===== src/cvsfa_pkg.sv =====
// Package for the chain voltage statistics and frequency advisor.
// Holds field widths, register defaults, state and register codes, the divider
// request and response types, and the frequency lookup. Depends on nothing.
package cvsfa_pkg;

    localparam int CNT_W   = 3;
    localparam int CODE_W  = 15;
    localparam int TOTAL_W = 17;
    localparam int MHZ_W   = 10;
    localparam int SMP_W   = 16;
    localparam int CH_W    = 2;

    localparam logic [CODE_W-1:0]  CODE_MAX   = 15'h7FFF;
    localparam logic [TOTAL_W-1:0] TOTAL_MAX  = 17'h1FFFF;
    localparam logic [CNT_W-1:0]   FAILED_MAX = 3'd7;

    localparam logic [CNT_W-1:0]  RST_CHAINS_USED = 3'd3;
    localparam logic [CNT_W-1:0]  RST_DEVICES     = 3'd4;
    localparam logic [CODE_W-1:0] RST_VALID_LOW   = 15'd8000;
    localparam logic [CODE_W-1:0] RST_VALID_HIGH  = 15'd12000;

    // Minimum-voltage thresholds in code units and the matching clock choices.
    localparam logic [CODE_W-1:0] THR_575 = 15'd10800;
    localparam logic [CODE_W-1:0] THR_550 = 15'd10400;
    localparam logic [CODE_W-1:0] THR_525 = 15'd10000;
    localparam logic [CODE_W-1:0] THR_500 = 15'd9600;
    localparam logic [CODE_W-1:0] THR_490 = 15'd9328;
    localparam logic [MHZ_W-1:0]  MHZ_575 = 10'd575;
    localparam logic [MHZ_W-1:0]  MHZ_550 = 10'd550;
    localparam logic [MHZ_W-1:0]  MHZ_525 = 10'd525;
    localparam logic [MHZ_W-1:0]  MHZ_500 = 10'd500;
    localparam logic [MHZ_W-1:0]  MHZ_490 = 10'd490;
    localparam logic [MHZ_W-1:0]  MHZ_475 = 10'd475;

    typedef enum logic [1:0] {
        CFG_CHAINS_USED = 2'd0,
        CFG_DEVICES     = 2'd1,
        CFG_VALID_LOW   = 2'd2,
        CFG_VALID_HIGH  = 2'd3
    } cfg_idx_t;

    typedef enum logic [2:0] {
        ST_IDLE,
        ST_CHECK,
        ST_ACCUM,
        ST_PREP,
        ST_DIV,
        ST_DONE
    } state_t;

    typedef struct packed {
        logic               start;
        logic [TOTAL_W-1:0] dividend;
        logic [CNT_W-1:0]   divisor;
    } div_req_t;

    typedef struct packed {
        logic               done;
        logic [TOTAL_W-1:0] quotient;
    } div_rsp_t;

    // Clock suggestion from the chain minimum code.
    function automatic logic [MHZ_W-1:0] pick_mhz(input logic [CODE_W-1:0] min_code);
        logic [MHZ_W-1:0] mhz;
        if (min_code >= THR_575) begin
            mhz = MHZ_575;
        end else if (min_code >= THR_550) begin
            mhz = MHZ_550;
        end else if (min_code >= THR_525) begin
            mhz = MHZ_525;
        end else if (min_code >= THR_500) begin
            mhz = MHZ_500;
        end else if (min_code >= THR_490) begin
            mhz = MHZ_490;
        end else begin
            mhz = MHZ_475;
        end
        return mhz;
    endfunction

endpackage


===== src/cvsfa_div.sv =====
// Restoring divider for the chain average: one quotient bit per cycle.
// Divides the 17-bit chain total by a 3-bit nonzero divisor.
// Depends on cvsfa_pkg.
module cvsfa_div (
    input  logic                aclk,
    input  logic                aresetn,
    input  cvsfa_pkg::div_req_t req,
    output cvsfa_pkg::div_rsp_t rsp
);
    import cvsfa_pkg::*;

    localparam int STEP_W = $clog2(TOTAL_W);

    logic [TOTAL_W-1:0] work_reg;
    logic [CNT_W-1:0]   rem_reg;
    logic [CNT_W-1:0]   divisor_reg;
    logic [STEP_W-1:0]  step_reg;
    logic               busy_reg;
    logic               done_reg;
    logic [CNT_W:0]     trial;
    logic [CNT_W:0]     diff;
    logic               fits;

    // Bring down the next dividend bit and try to subtract the divisor.
    assign trial = {rem_reg, work_reg[TOTAL_W-1]};
    assign diff  = trial - {1'b0, divisor_reg};
    assign fits  = trial >= {1'b0, divisor_reg};

    // Control: step counter, busy and the one-cycle done pulse.
    always_ff @(posedge aclk) begin
        if (!aresetn) begin
            busy_reg <= 1'b0;
            done_reg <= 1'b0;
            step_reg <= '0;
        end else begin
            done_reg <= 1'b0;
            if (req.start) begin
                busy_reg <= 1'b1;
                step_reg <= STEP_W'(TOTAL_W - 1);
            end else if (busy_reg) begin
                if (step_reg == '0) begin
                    busy_reg <= 1'b0;
                    done_reg <= 1'b1;
                end else begin
                    step_reg <= step_reg - 1'b1;
                end
            end
        end
    end

    // Datapath: the dividend shifts out on top while quotient bits shift in below.
    always_ff @(posedge aclk) begin
        if (req.start) begin
            work_reg    <= req.dividend;
            rem_reg     <= '0;
            divisor_reg <= req.divisor;
        end else if (busy_reg) begin
            work_reg <= {work_reg[TOTAL_W-2:0], fits};
            rem_reg  <= fits ? diff[CNT_W-1:0] : trial[CNT_W-1:0];
        end
    end

    assign rsp.done     = done_reg;
    assign rsp.quotient = work_reg;

endmodule


===== src/chain_voltage_stats_freq_advisor_core.sv =====
// Top level of the chain voltage statistics and frequency advisor.
// Holds the sequencer, the running statistics, the per-chain averages and the
// result register. Depends on cvsfa_pkg and cvsfa_div.
//
//   channel   direction  handshake          payload
//   s_*       in         s_valid/s_ready    chain, device, sample code, read ok, last
//   m_*       out        m_valid/m_ready    status, valid flag, chain statistics
//   cfg_*     in         cfg_we             register index and write data
//
// A beat not last in its chain goes through check, accumulate and final steps;
// a rejected beat skips accumulate. A last beat adds prepare and divide, where
// the serial divider produces one quotient bit per cycle for the 17-bit chain
// total, or skips the divide when every device failed and no division is done.
// One beat is in work at a time; s_ready is low until its result is loaded.
// A result waiting on m_ready holds only the final step; the next beat can be
// taken from the cycle after the result register is loaded. Reset is synchronous
// and restores the register defaults and clears all statistics.
module chain_voltage_stats_freq_advisor_core #(
    parameter int MAX_CHAINS = 4
) (
    input  logic                                  aclk,
    input  logic                                  aresetn,
    // Configuration write port
    input  logic                                  cfg_we,
    input  logic [1:0]                            cfg_idx,
    input  logic [cvsfa_pkg::CODE_W-1:0]          cfg_wdata,
    // Sample input
    input  logic                                  s_valid,
    output logic                                  s_ready,
    input  logic [cvsfa_pkg::CH_W-1:0]            s_chain_index,
    input  logic [cvsfa_pkg::CH_W-1:0]            s_device_index,
    input  logic signed [cvsfa_pkg::SMP_W-1:0]    s_sample_code,
    input  logic                                  s_read_ok,
    input  logic                                  s_last_in_chain,
    // Result output
    output logic                                  m_valid,
    input  logic                                  m_ready,
    output logic                                  m_status,
    output logic                                  m_sample_valid,
    output logic                                  m_chain_done,
    output logic [cvsfa_pkg::TOTAL_W-1:0]         m_total_code,
    output logic [cvsfa_pkg::CODE_W-1:0]          m_average_code,
    output logic [cvsfa_pkg::CODE_W-1:0]          m_min_code,
    output logic [cvsfa_pkg::CODE_W-1:0]          m_max_code,
    output logic [cvsfa_pkg::CNT_W-1:0]           m_failed_count,
    output logic [cvsfa_pkg::MHZ_W-1:0]           m_suggested_mhz
);
    import cvsfa_pkg::*;

    localparam int AVG_IDX_W = (MAX_CHAINS > 1) ? $clog2(MAX_CHAINS) : 1;

    // Configuration registers.
    logic [CNT_W-1:0]  chains_used_reg;
    logic [CNT_W-1:0]  devices_reg;
    logic [CODE_W-1:0] valid_low_reg;
    logic [CODE_W-1:0] valid_high_reg;

    // Captured beat.
    logic [CH_W-1:0]         ch_reg;
    logic [CH_W-1:0]         dev_reg;
    logic signed [SMP_W-1:0] code_reg;
    logic                    ok_reg;
    logic                    last_reg;
    logic                    rej_reg;
    logic                    valid_reg;

    // Running chain statistics and stored averages.
    logic [TOTAL_W-1:0] run_total_reg;
    logic [CODE_W-1:0]  run_min_reg;
    logic [CODE_W-1:0]  run_max_reg;
    logic [CNT_W-1:0]   run_failed_reg;
    logic [CODE_W-1:0]  avg_reg [MAX_CHAINS];

    // Result register.
    logic               m_valid_reg;
    logic               m_status_reg;
    logic               m_sample_valid_reg;
    logic               m_chain_done_reg;
    logic [TOTAL_W-1:0] m_total_reg;
    logic [CODE_W-1:0]  m_average_reg;
    logic [CODE_W-1:0]  m_min_reg;
    logic [CODE_W-1:0]  m_max_reg;
    logic [CNT_W-1:0]   m_failed_reg;
    logic [MHZ_W-1:0]   m_mhz_reg;

    state_t state_reg;
    state_t state_next;
    logic   load_out;
    logic   div_start;

    div_req_t div_req;
    div_rsp_t div_rsp;

    logic [AVG_IDX_W-1:0]  avg_idx;
    logic                  rej_now;
    logic                  valid_now;
    logic [CODE_W-1:0]     samp_mag;
    logic [TOTAL_W:0]      total_sum;
    logic [CODE_W-1:0]     avg_sat;

    // Configuration writes.
    always_ff @(posedge aclk) begin
        if (!aresetn) begin
            chains_used_reg <= RST_CHAINS_USED;
            devices_reg     <= RST_DEVICES;
            valid_low_reg   <= RST_VALID_LOW;
            valid_high_reg  <= RST_VALID_HIGH;
        end else if (cfg_we) begin
            case (cfg_idx_t'(cfg_idx))
                CFG_CHAINS_USED: chains_used_reg <= cfg_wdata[CNT_W-1:0];
                CFG_DEVICES:     devices_reg     <= cfg_wdata[CNT_W-1:0];
                CFG_VALID_LOW:   valid_low_reg   <= cfg_wdata;
                CFG_VALID_HIGH:  valid_high_reg  <= cfg_wdata;
                default: ;
            endcase
        end
    end

    // Chain rejection and window check on the captured beat.
    assign rej_now   = ({1'b0, ch_reg} >= chains_used_reg) || (32'(ch_reg) >= MAX_CHAINS);
    assign valid_now = ok_reg
                    && ($signed({code_reg[SMP_W-1], code_reg}) > $signed({2'b00, valid_low_reg}))
                    && ($signed({code_reg[SMP_W-1], code_reg}) < $signed({2'b00, valid_high_reg}));
    assign samp_mag  = code_reg[CODE_W-1:0];
    assign total_sum = {1'b0, run_total_reg} + {3'b000, samp_mag};
    assign avg_idx   = AVG_IDX_W'(ch_reg);
    assign avg_sat   = (div_rsp.quotient > {2'b00, CODE_MAX}) ? CODE_MAX
                                                               : div_rsp.quotient[CODE_W-1:0];

    // Sequencer state register.
    always_ff @(posedge aclk) begin
        if (!aresetn) begin
            state_reg <= ST_IDLE;
        end else begin
            state_reg <= state_next;
        end
    end

    // Sequencer next state and strobes.
    always_comb begin
        state_next = state_reg;
        s_ready    = 1'b0;
        load_out   = 1'b0;
        div_start  = 1'b0;
        case (state_reg)
            ST_IDLE: begin
                s_ready = 1'b1;
                if (s_valid) begin
                    state_next = ST_CHECK;
                end
            end
            ST_CHECK: begin
                state_next = rej_now ? ST_DONE : ST_ACCUM;
            end
            ST_ACCUM: begin
                state_next = last_reg ? ST_PREP : ST_DONE;
            end
            ST_PREP: begin
                if (devices_reg > run_failed_reg) begin
                    div_start  = 1'b1;
                    state_next = ST_DIV;
                end else begin
                    state_next = ST_DONE;
                end
            end
            ST_DIV: begin
                if (div_rsp.done) begin
                    state_next = ST_DONE;
                end
            end
            ST_DONE: begin
                if (!m_valid_reg || m_ready) begin
                    load_out   = 1'b1;
                    state_next = ST_IDLE;
                end
            end
            default: state_next = ST_IDLE;
        endcase
    end

    // Capture the accepted beat and its checks.
    always_ff @(posedge aclk) begin
        if (s_valid && s_ready) begin
            ch_reg   <= s_chain_index;
            dev_reg  <= s_device_index;
            code_reg <= s_sample_code;
            ok_reg   <= s_read_ok;
            last_reg <= s_last_in_chain;
        end
        if (state_reg == ST_CHECK) begin
            rej_reg   <= rej_now;
            valid_reg <= valid_now;
        end
    end

    // Running statistics: cleared on a new scan, then updated with the sample.
    always_ff @(posedge aclk) begin
        if (!aresetn) begin
            run_total_reg  <= '0;
            run_min_reg    <= CODE_MAX;
            run_max_reg    <= '0;
            run_failed_reg <= '0;
        end else if (state_reg == ST_CHECK && !rej_now && dev_reg == '0) begin
            run_total_reg  <= '0;
            run_min_reg    <= CODE_MAX;
            run_max_reg    <= '0;
            run_failed_reg <= '0;
        end else if (state_reg == ST_ACCUM) begin
            if (valid_reg) begin
                run_total_reg <= total_sum[TOTAL_W] ? TOTAL_MAX : total_sum[TOTAL_W-1:0];
                if (samp_mag < run_min_reg) begin
                    run_min_reg <= samp_mag;
                end
                if (samp_mag > run_max_reg) begin
                    run_max_reg <= samp_mag;
                end
            end else if (run_failed_reg != FAILED_MAX) begin
                run_failed_reg <= run_failed_reg + 1'b1;
            end
        end
    end

    // Stored chain averages, written when the divider finishes.
    always_ff @(posedge aclk) begin
        if (!aresetn) begin
            for (int i = 0; i < MAX_CHAINS; i++) begin
                avg_reg[i] <= '0;
            end
        end else if (state_reg == ST_DIV && div_rsp.done) begin
            avg_reg[avg_idx] <= avg_sat;
        end
    end

    // Shared divider for the chain average.
    assign div_req.start    = div_start;
    assign div_req.dividend = run_total_reg;
    assign div_req.divisor  = devices_reg - run_failed_reg;

    cvsfa_div u_div (
        .aclk    (aclk),
        .aresetn (aresetn),
        .req     (div_req),
        .rsp     (div_rsp)
    );

    // Result valid flag.
    always_ff @(posedge aclk) begin
        if (!aresetn) begin
            m_valid_reg <= 1'b0;
        end else if (load_out) begin
            m_valid_reg <= 1'b1;
        end else if (m_ready) begin
            m_valid_reg <= 1'b0;
        end
    end

    // Result payload; rejected beats and non-final beats zero the statistics.
    always_ff @(posedge aclk) begin
        if (load_out) begin
            m_status_reg       <= rej_reg;
            m_sample_valid_reg <= !rej_reg && valid_reg;
            m_chain_done_reg   <= !rej_reg && last_reg;
            if (!rej_reg && last_reg) begin
                m_total_reg   <= run_total_reg;
                m_average_reg <= avg_reg[avg_idx];
                m_min_reg     <= run_min_reg;
                m_max_reg     <= run_max_reg;
                m_failed_reg  <= run_failed_reg;
                m_mhz_reg     <= pick_mhz(run_min_reg);
            end else begin
                m_total_reg   <= '0;
                m_average_reg <= '0;
                m_min_reg     <= '0;
                m_max_reg     <= '0;
                m_failed_reg  <= '0;
                m_mhz_reg     <= '0;
            end
        end
    end

    assign m_valid         = m_valid_reg;
    assign m_status        = m_status_reg;
    assign m_sample_valid  = m_sample_valid_reg;
    assign m_chain_done    = m_chain_done_reg;
    assign m_total_code    = m_total_reg;
    assign m_average_code  = m_average_reg;
    assign m_min_code      = m_min_reg;
    assign m_max_code      = m_max_reg;
    assign m_failed_count  = m_failed_reg;
    assign m_suggested_mhz = m_mhz_reg;

    // A rejected beat never reports a valid sample or chain statistics.
    a_reject_clean: assert property (@(posedge aclk) disable iff (!aresetn)
        m_valid_reg && m_status_reg |-> !m_sample_valid_reg && !m_chain_done_reg)
        else $error("rejected beat carries sample or chain flags");

    // Any valid sample in a chain keeps the minimum at or below the maximum.
    a_min_le_max: assert property (@(posedge aclk) disable iff (!aresetn)
        m_valid_reg && m_chain_done_reg && m_max_reg != '0 |-> m_min_reg <= m_max_reg)
        else $error("chain minimum above chain maximum");

    // The divider only finishes while the sequencer waits for it.
    a_div_done_state: assert property (@(posedge aclk) disable iff (!aresetn)
        div_rsp.done |-> state_reg == ST_DIV)
        else $error("divider finished outside the divide step");

    // A new result appears only from the final sequencer step.
    a_out_from_done: assert property (@(posedge aclk) disable iff (!aresetn)
        $rose(m_valid_reg) |-> $past(state_reg == ST_DONE))
        else $error("result loaded outside the final step");

endmodule

===== config.mk =====
export PLATFORM = sky130hd
export DESIGN_NAME = chain_voltage_stats_freq_advisor_core
export DESIGN_NICKNAME = d
export VERILOG_FILES = /design/src/cvsfa_pkg.sv /design/src/cvsfa_div.sv /design/src/chain_voltage_stats_freq_advisor_core.sv
export SDC_FILE = /design/constraint.sdc
export NUM_CORES = 1
export LEC_CHECK = 0
export BUFFER_PORTS_ARGS = -buffer_cell sky130_fd_sc_hd__buf_4
export CORE_MARGIN = 4
export CORE_UTILIZATION = 45
export CTS_CLUSTER_DIAMETER = 150
export DETAILED_ROUTE_END_ITERATION = 10
export HOLD_SLACK_MARGIN = 0.12
export PLACE_DENSITY = 0.72
export SLEW_MARGIN = 20
export SYNTH_ARGS = -nofsm -noshare
export SYNTH_HDL_FRONTEND = slang
export SYNTH_SLANG_ARGS = --single-unit

===== constraint.sdc =====
create_clock -name aclk -period 4.5 [get_ports aclk]
set_input_delay 0.225 -clock aclk [delete_from_list [all_inputs] [get_ports aclk]]
set_output_delay 0.225 -clock aclk [all_outputs]
set_load 0.05 [all_outputs]

==> results of run 1 <==
==> cells in the mapped netlist (17+ instances only) <==
cell type	n	area, µm²
edfxtp_1	180	5405
buf_2	17	85.08
o21ai_0	40	200.2
a21o_1	20	150.1
nor3_1	25	125.1
ha_1	85	1064
nor2_1	140	525.5
nand3_1	30	150.1
clkbuf_1	39	146.4
and2_1	39	244.0
nand2_1	85	319.1
o211ai_1	19	142.6
a21boi_0	20	150.1
a21oi_1	51	255.2
mux2_2	17	191.4
a31oi_1	18	112.6
dfxtp_1	100	2002
inv_1	79	296.5
==> power by group through the flow <==
| stage | Sequential, W | Clock [W] | Combinational, W |
|---|---|---|---|
| after CTS | 0.00306 | 0.00261 | 0.00102 |
| after global placement | 0.00311 | 0 | 0.000949 |
| after detailed placement | 0.00311 | 0 | 0.000980 |
| after global routing | 0.00308 | 0.00272 | 0.00112 |
| final | 0.00306 | 0.00256 | 0.00101 |
| after floorplan | 0.00314 | 0 | 0.000641 |
==> through the flow <==
step	instances	setup WS, ps
6_report	1718	1592
5_1_grt	1718	1373
4_1_cts	1718	1627
3_5_place_dp	1620	1663
3_3_place_gp	1620	1755
2_1_floorplan	1159	1387
==> layout make-up <==
cell class | instances | share of cell area (%)
sequential | 280 | 46.85
multi-input combinational | 741 | 32.49
timing repair buffer | 178 | 9.116
clock buffer | 46 | 5.832
tap | 384 | 3.039
inverter | 79 | 1.875
clock inverter | 10 | 0.7992
==> worst max path at each step <==
stage | start | endpoint | slack, ps | cells after the start
after CTS | code_reg[14] | run_max_reg[2] | 1630 | 8
after global routing | code_reg[14] | run_max_reg[6] | 1370 | 8
after detailed placement | code_reg[14] | run_max_reg[2] | 1660 | 8
after global placement | code_reg[8] | run_total_reg[1] | 1750 | 8
after floorplan | m_valid | m_average_code[0] | 1390 | 2
final | code_reg[14] | run_max_reg[2] | 1590 | 8
==> worst max-delay path, cell delays in order (launching register included) <==
cell	delay [ps]
edfxtp_1	590
ha_1	400
nand4_1	130
nor2_1	180
o21ai_0	130
a221oi_2	830
buf_4	360
nand3_1	100
o31ai_1	90
==> cells by family after synthesis <==
kind of cell,share of synthesized area [%]
multiplexers,4.738
AO/OA/AOI/OAI,11.30
AND/OR/NAND/NOR,13.08
XOR/XNOR,1.407
adder cells (fa/ha/maj),8.596
flip-flops,56.67
buffers and inverters,4.212
==> metal layers <==
layer / part of all wire (%) / vias up / wire length [µm] / GRT usage [%]
met5: 0 / - / 0 / 0
met4: 2.8 / 0 / 828 / 5.948
met3: 5.3 / 50 / 1588 / 2.501
met2: 47 / 265 / 14060 / 31.24
met1: 45 / 4379 / 13410 / 25.87
li1: - / 4467 / - / -
==> results.sh, run 1 <==
export IMPL_grt_pass1_wl_mm=48.19
export IMPL_power_density_nw_per_um2=419.8
export IMPL_pin_count=124
export IMPL_hp_start="s_valid"
export IMPL_wirelength_mm=29.89
export IMPL_yosysWarningCount=0
export IMPL_vdd_drop_max_mv=0.2641
export IMPL_rrSetupSlack_ps=1590
export IMPL_path_clk_slew_ps=60
export IMPL_hold_buffers=42
export IMPL_whs_ps=146.2
export IMPL_area_growth_pct=20.96
export IMPL_end_kind="flop"
export IMPL_largest_reg_flops=60
export IMPL_cts_tree="done"
export IMPL_syn_area_um2=13070
export IMPL_setup_viol=0
export IMPL_routabilityCongestion=0.9013
export IMPL_clockPowerShare_pct=38.6
export IMPL_vias=9161
export IMPL_grt_overflow=0
export IMPL_p_comb_share_pct=15.2
export IMPL_grt_use_total_pct=18.86
export IMPL_worstRegToRegCells=8
export IMPL_synthFlopType="edfxtp_1"
export IMPL_fin_util_pct=55.09
export IMPL_rows=62
export IMPL_cp_required_ps=4960
export IMPL_htreeDepth=1
export IMPL_cts_made_buffers=30
export IMPL_grt_setup_unrepaired="false"
export IMPL_power_internal_w=0.004883
export IMPL_maxCapViolations=0
export IMPL_drive_gt1_share_pct=17.62
export IMPL_regArea_um2=7407
export IMPL_ant_nets=0
export IMPL_grt_antenna_before_repair=0
export IMPL_initial_core_util_pct=45.54
export IMPL_placed_area_um2=14340
export IMPL_p_leak_nw=6.401
export IMPL_status="finished clean"
export IMPL_post_cts_resized=0
export IMPL_synth_fp_nets=1291
export IMPL_finalCriticalPeriod_ps=2908
export IMPL_layout_nets=1442
export IMPL_synthArstFlopShare_pct=0
export IMPL_syn_inst=1159
export IMPL_cts_root_buf="clkbuf_16"
export IMPL_crit_path_start_kind="flop"
export IMPL_final_area_um2=15810
export IMPL_hold_class="in2reg"
export IMPL_maxSlewHeadroom_pct=31.78
export IMPL_arrival_ps=3360
export IMPL_min_to="state_reg[0]"
export IMPL_synth_edff_count=180
export IMPL_post_cts_buffers=0
export IMPL_die_w_um=178.4
export IMPL_report_final_slew_viol_count=0
export IMPL_synthDistinctLibCells=56
export IMPL_cts_path_max_buffers=3
export IMPL_switchingPower_w=0.001755
export IMPL_fin_crit_sh_pct=64.62
export IMPL_finalHoldViolations=0
export IMPL_port_buffers=123
export IMPL_multi_input_comb_area_um2=5137
export IMPL_grt_max_degree=50
export IMPL_holdPathStages=5
export IMPL_syn_area_per_cell_um2=11.28
export IMPL_finalSetupTns_ps=0
export IMPL_p_sw_share_pct=26.45
export IMPL_n_antenna_cell=0
export IMPL_path_max_fanout=16
export IMPL_fillers=2443
export IMPL_max_freq_mhz=343.9
export IMPL_dr_pass1_iters=5
export IMPL_die_area_um2=31840
export IMPL_yosysSeqAreaShare_pct=56.67
export IMPL_worstReg2RegEnd="run_max_reg[2]"
export IMPL_seqPwrFrac_pct=46.1
export IMPL_hpwl_mm=20.42
export IMPL_drcViolationCount=0
export IMPL_skew_ps=11.00
export IMPL_synth_seq_cells=280
export IMPL_mostFrequentLayoutCell="edfxtp_1"
export IMPL_tightest_slew_ps=1023
export IMPL_power_total_w=0.006638
export IMPL_wl_per_cell_um=17.40
export IMPL_final_cell_mix="edfxtp_1 (180), nor2_1 (140), buf_4 (136)"
export IMPL_dr_first_iter_drc_count=630
export IMPL_die_h_um=178.4
export IMPL_viasPerCell=5.332
export IMPL_insertion_delay_ps=550
export IMPL_critPathKind="reg2reg"
export IMPL_core_area_um2=28700
export IMPL_reg2reg_from="code_reg[14]"
export IMPL_cts_sinks=280
export IMPL_grt_pass1_vias=9340
Note: power is estimated with default switching activity, not from simulation.
==> run 2, diff against run 1 <==
- clock period: 4.5 -> 2.3 ns (I/O delays scaled with it)
==> run 2 against run 1 <==
- via count up 3.4%
- clock skew up 6.2 ps
- global-route usage rose by 0.57 points
- setup slack worse by 1600 ps
- flip-flop and latch count stayed put
- critical endpoint is now run_total_reg[0]
- die area unchanged
- count of clock-buffer cells in the layout shrank 3
- critical path depth unchanged
- utilization up 2.1 points
==> results.sh, run 2 (synthesis results as in run 1) <==
export IMPL_status="finished clean"
export IMPL_routed_wl_met3_mm=1.860
export IMPL_drive_gt1_share_pct=22.52
export IMPL_fin_crit_sh_pct=98.91
export IMPL_grt_pass1_wl_mm=49.30
export IMPL_power_density_nw_per_um2=783.7
export IMPL_cts_sinks=280
export IMPL_htreeDepth=1
export IMPL_maxSlewHeadroom_pct=44.81
export IMPL_cts_path_max_buffers=3
export IMPL_hold_class="in2reg"
export IMPL_area_growth_pct=25.68
export IMPL_wirelength_mm=31.41
export IMPL_path_max_fanout=3
export IMPL_hpwl_mm=21.40
export IMPL_p_leak_nw=6.724
export IMPL_cts_root_buf="clkbuf_16"
export IMPL_path_clk_slew_ps=60
export IMPL_setup_viol=0
export IMPL_max_freq_mhz=439.6
export IMPL_cp_required_ps=2750
export IMPL_viasPerCell=5.300
export IMPL_largest_reg_flops=60
export IMPL_final_cell_mix="buf_4 (190), edfxtp_1 (180), nor2_1 (139)"
export IMPL_finalCriticalPeriod_ps=2275
export IMPL_tightest_slew_ps=827.9
export IMPL_rows=62
export IMPL_dpl_cell_count=1674
export IMPL_finalSetupTns_ps=0
export IMPL_reg2reg_from="code_reg[12]"
export IMPL_finalHoldViolations=0
export IMPL_port_buffers=123
export IMPL_grt_pass1_vias=9324
export IMPL_dr_first_iter_drc_count=708
export IMPL_whs_ps=270.0
export IMPL_routabilityCongestion=0.8849
export IMPL_mostFrequentLayoutCell="buf_4"
export IMPL_grt_max_degree=47
export IMPL_skew_ps=17.19
export IMPL_crit_path_start_kind="flop"
export IMPL_die_area_um2=31840
export IMPL_crit_path_start="code_reg[12]"
export IMPL_die_w_um=178.4
export IMPL_vdd_drop_max_mv=0.5485
export IMPL_min_to="dev_reg[0]"
export IMPL_end_kind="flop"
export IMPL_finalNonFillerCells=1787
export IMPL_hp_start="s_device_index[0]"
export IMPL_cts_made_buffers=30
export IMPL_wirelength_met1_mm=13.86
export IMPL_grt_setup_unrepaired="true"
export IMPL_wl_per_cell_um=17.58
export IMPL_grt_use_total_pct=19.42
export IMPL_critPathKind="reg2reg"
export IMPL_drcViolationCount=0
export IMPL_vias=9471
export IMPL_ant_nets=0
export IMPL_slowest_delay_ps=500
export IMPL_placed_area_um2=14800
export IMPL_layout_nets=1511
export IMPL_initial_core_util_pct=45.54
export IMPL_dr_pass1_iters=5
export IMPL_core_area_um2=28700
export IMPL_pin_count=124
export IMPL_cp_cell_sequence="buf_6 > ha_1 > a21o_1 > a31o_2 > a31oi_4 > o22ai_2 > or2_4 > o221a_1"
export IMPL_rrSetupSlack_ps=30
export IMPL_die_h_um=178.4
export IMPL_fillers=2391
export IMPL_crit_slowest_cell="edfxtp_1"
export IMPL_worstRegToRegCells=8
export IMPL_insertion_delay_ps=560
export IMPL_n_antenna_cell=0
export IMPL_arrival_ps=2730
export IMPL_report_final_slew_viol_count=0
export IMPL_cts_tree="done"
export IMPL_final_area_um2=16430
export IMPL_holdPathStages=2
export IMPL_maxCapViolations=0
export IMPL_grt_overflow=0
export IMPL_worstReg2RegEnd="run_total_reg[0]"
export IMPL_top_layer_used="met4"
export IMPL_wl_met2_mm=14.96
export IMPL_grt_antenna_before_repair=0
run 2: cell types whose count changed in the layout (fill, tap and decap cells not counted), moves of 5 or more:
cell / before / now
buf_4: 136 / 190
o31ai_1: 14 / 8
o31ai_2: 0 / 6
clkbuf_8: 9 / 4
run 2: final cells by class:
class	count	area, µm²	share of cell area (%)
sequential	280	7408	45.10
multi-input combinational	741	5250	31.96
inverter	79	296.5	1.805
clock buffer	43	839.6	5.110
timing repair buffer	247	2047	12.46
clock inverter	13	106.4	0.6474
tap	384	480.5	2.925
run 2: worst max-delay path, delay by kind of cell (launching register included):
family	cells	cell delay (ps)
AND/OR/NAND/NOR	1	250
buffers and inverters	1	180
AO/OA/AOI/OAI	5	930
flip-flops	1	500
adder cells (fa/ha/maj)	1	300
run 2: how the worst max path moves through the flow:
stage                   endpoint  slack, ps  depth (start not counted)
2_1_floorplan  m_average_code[0]         20                          2
4_1_cts                valid_reg         10                          9
3_3_place_gp           valid_reg         50                          9
6_report        run_total_reg[0]         30                          8
3_5_place_dp           valid_reg         10                          9
5_1_grt         run_total_reg[9]        -50                          8
run 2: stage by stage:
stage / utilization, % / setup slack (ps) / total power (W)
after floorplan: - / 19.61 / 0.007395
after global routing: 57.24 / -48.02 / 0.01342
after global placement: 51.56 / 48.57 / 0.008136
after CTS: 56.46 / 14.37 / 0.01285
after detailed placement: 51.56 / 14.46 / 0.008192
final: 57.24 / 25.13 / 0.01287
run 2: what timing repair did:
| item | 4_1_cts | 5_1_grt |
|---|---|---|
| hold buffers | 46 | 0 |
| endpoints found under the setup margin | 0 | 45 |
| hold endpoints to repair | 73 | 0 |
| setup buffers | 0 | 8 |
| gates resized for setup | 0 | 32 |
run 2: routing by layer:
metal | GRT usage, % | vias to the layer above
met5 | 0 | -
met4 | 4.797 | 0
li1 | - | 4591
met1 | 26.85 | 4544
met2 | 32.57 | 285
met3 | 2.628 | 51
run 2: power by group:
group / internal, W / switching [W] / leakage, nW
Sequential: 0.00568 / 0.000197 / 2.49
Clock: 0.00265 / 0.00197 / 0.459
Combinational: 0.000982 / 0.00139 / 3.77
Total: 0.00932 / 0.00356 / 6.72
==> run 3, diff against run 2 <==
==> constraint.sdc (replaced) <==
create_clock -name aclk -period 2.3 [get_ports aclk]
set_input_delay 0.575 -clock aclk [delete_from_list [all_inputs] [get_ports aclk]]
set_output_delay 0.575 -clock aclk [all_outputs]
set_load 0.05 [all_outputs]
==> run 3 against run 2 <==
- sequential share of layout area grew 0.77 points
- count of clock-buffer cells in the layout fell by 3
- clock skew is 1.5 ps higher
- register-to-register slack better by 20 ps
- die area unchanged
- clock power fell by 1%
- routed wire length decreased by 1.0%
- first-iteration DRC count is 9.3% higher
- largest power group unchanged
==> results.sh, run 3 (synthesis results as in run 1) <==
export IMPL_cts_path_max_buffers=3
export IMPL_area_growth_pct=23.55
export IMPL_finalHoldViolations=0
export IMPL_end_kind="flop"
export IMPL_maxCapViolations=0
export IMPL_slowest_delay_ps=580
export IMPL_cp_depth=9
export IMPL_wl_per_cell_um=17.75
export IMPL_final_cell_mix="buf_4 (202), edfxtp_1 (180), nor2_1 (138)"
export IMPL_initial_core_util_pct=45.54
export IMPL_use_met3_pct=3.073
export IMPL_vias=9390
export IMPL_drcViolationCount=0
export IMPL_hpwl_mm=21.72
export IMPL_pre_cts_ws_ps=47.20
export IMPL_crit_path_start_kind="flop"
export IMPL_worst_slack_ps=46.65
export IMPL_pin_count=124
export IMPL_arrival_ps=2680
export IMPL_use_met1_pct=26.25
export IMPL_cp_required_ps=2720
export IMPL_htreeDepth=1
export IMPL_drive_gt1_share_pct=24.65
export IMPL_skew_ps=18.72
export IMPL_met2_usage_pct=31.49
export IMPL_cts_sinks=280
export IMPL_grt_pass1_wl_mm=48.92
export IMPL_switchingPower_w=0.003507
export IMPL_max_freq_mhz=443.8
export IMPL_report_final_slew_viol_count=0
export IMPL_path_clk_slew_ps=60
export IMPL_cts_made_buffers=29
export IMPL_fin_crit_sh_pct=97.97
export IMPL_tightest_slew_ps=481.1
export IMPL_worstRegToRegCells=9
export IMPL_viasPerCell=5.363
export IMPL_routabilityCongestion=0.9015
export IMPL_clockPowerShare_pct=35.6
export IMPL_p_comb_share_pct=18.6
export IMPL_grt_antenna_before_repair=0
export IMPL_die_w_um=178.4
export IMPL_grt_setup_unrepaired="true"
export IMPL_ant_nets=0
export IMPL_rows=62
export IMPL_setup_viol=0
export IMPL_status="finished clean"
export IMPL_hold_class="in2reg"
export IMPL_cts_root_buf="clkbuf_16"
export IMPL_regArea_um2=7407
export IMPL_cp_cell_sequence="buf_4 > ha_1 > a21o_1 > a21o_1 > a21oi_1 > o21ai_0 > o221ai_1 > nor4b_2 > buf_4"
export IMPL_dr_pass1_iters=5
export IMPL_grt_pass1_vias=9237
export IMPL_core_area_um2=28700
export IMPL_largest_reg_flops=60
export IMPL_p_leak_nw=6.596
export IMPL_power_total_w=0.01282
export IMPL_power_density_nw_per_um2=793.8
export IMPL_die_h_um=178.4
export IMPL_path_buf_inv=2
export IMPL_multi_input_comb_area_um2=5343
export IMPL_power_internal_w=0.009312
export IMPL_seqPwrFrac_pct=45.8
export IMPL_grt_max_degree=77
export IMPL_fillers=2426
export IMPL_insertion_delay_ps=550
export IMPL_grt_busiest_layer="met2"
export IMPL_wirelength_mm=31.09
export IMPL_finalCriticalPeriod_ps=2253
export IMPL_critPathKind="reg2reg"
export IMPL_holdPathStages=1
export IMPL_p_sw_share_pct=27.36
export IMPL_grt_use_total_pct=19.27
export IMPL_mostFrequentLayoutCell="buf_4"
export IMPL_layout_nets=1476
export IMPL_crit_slowest_cell="edfxtp_1"
export IMPL_maxSlewHeadroom_pct=67.93
export IMPL_port_buffers=123
export IMPL_hold_buffers=0
export IMPL_cts_tree="done"
export IMPL_grt_overflow=0
export IMPL_vdd_drop_max_mv=0.5551
export IMPL_n_antenna_cell=0
export IMPL_cpLargestDelayFamily="compound AO/OA/AOI/OAI gates"
export IMPL_path_max_fanout=7
export IMPL_die_area_um2=31840
export IMPL_dr_first_iter_drc_count=774
## run 3: cell count changes in the layout (fill, tap and decap cells not counted), sizes merged
cell,change
clkinvlp,-2
buf,+12
dlygate4sd3,-46
inv,+2
clkbuf,-3
bufinv,+1
## run 3: area by class of cell
| type | count | area share (%) |
|---|---|---|
| Clock inverter | 14 | 0.7903 |
| Timing Repair Buffer | 213 | 10.51 |
| Clock buffer | 40 | 4.935 |
| Tap cell | 384 | 2.975 |
| Sequential cell | 280 | 45.87 |
| Multi-Input combinational cell | 741 | 33.08 |
| Inverter | 79 | 1.836 |
## run 3: power groups by stage
stage / registers, W / clock network (W) / logic (W)
floorplan: 0.00614 / 0 / 0.00126
global placement: 0.00599 / 0 / 0.00215
detailed placement: 0.00600 / 0 / 0.00220
CTS: 0.00590 / 0.00464 / 0.00221
global route: 0.00590 / 0.00485 / 0.00263
finish: 0.00587 / 0.00456 / 0.00239
## run 3: layer usage
layer | part of all wire [%] | vias to the layer above
met5 | 0 | -
met4 | 2.8 | 0
met3 | 6.6 | 59
met2 | 47 | 309
met1 | 43 | 4495
li1 | - | 4527
## run 3: path summary, 6_finish.rpt
check                                  startpoint          endpoint  slack (ps)
worst max-delay path                  code_reg[5]         valid_reg          50
worst min-delay path            s_sample_code[13]      code_reg[13]         200
worst max register to register        code_reg[5]         valid_reg          50
worst min register to register   valid_low_reg[4]  valid_low_reg[4]         460
## run 3: repair_timing
item | 4_1_cts | 5_1_grt
pin swaps | 0 | 18
setup endpoints to repair | 2 | 40
buffers inserted | 0 | 21
gates resized for setup | 1 | 40
cloned | 0 | 2
## run 3: per-stage QoR
step | setup TNS [ps] | hold WS (ps) | cells | cell area (µm²) | utilization [%]
detailed placement | 0 | 456.4 | 1674 | 14830 | 51.67
floorplan | 0 | 440.8 | 1159 | 13090 | -
CTS | 0 | 181.2 | 1728 | 15760 | 54.90
finish | 0 | 197.9 | 1751 | 16150 | 56.26
global route | -459.4 | 177.8 | 1751 | 16150 | 56.26
global placement | 0 | 453.7 | 1674 | 14830 | 51.67
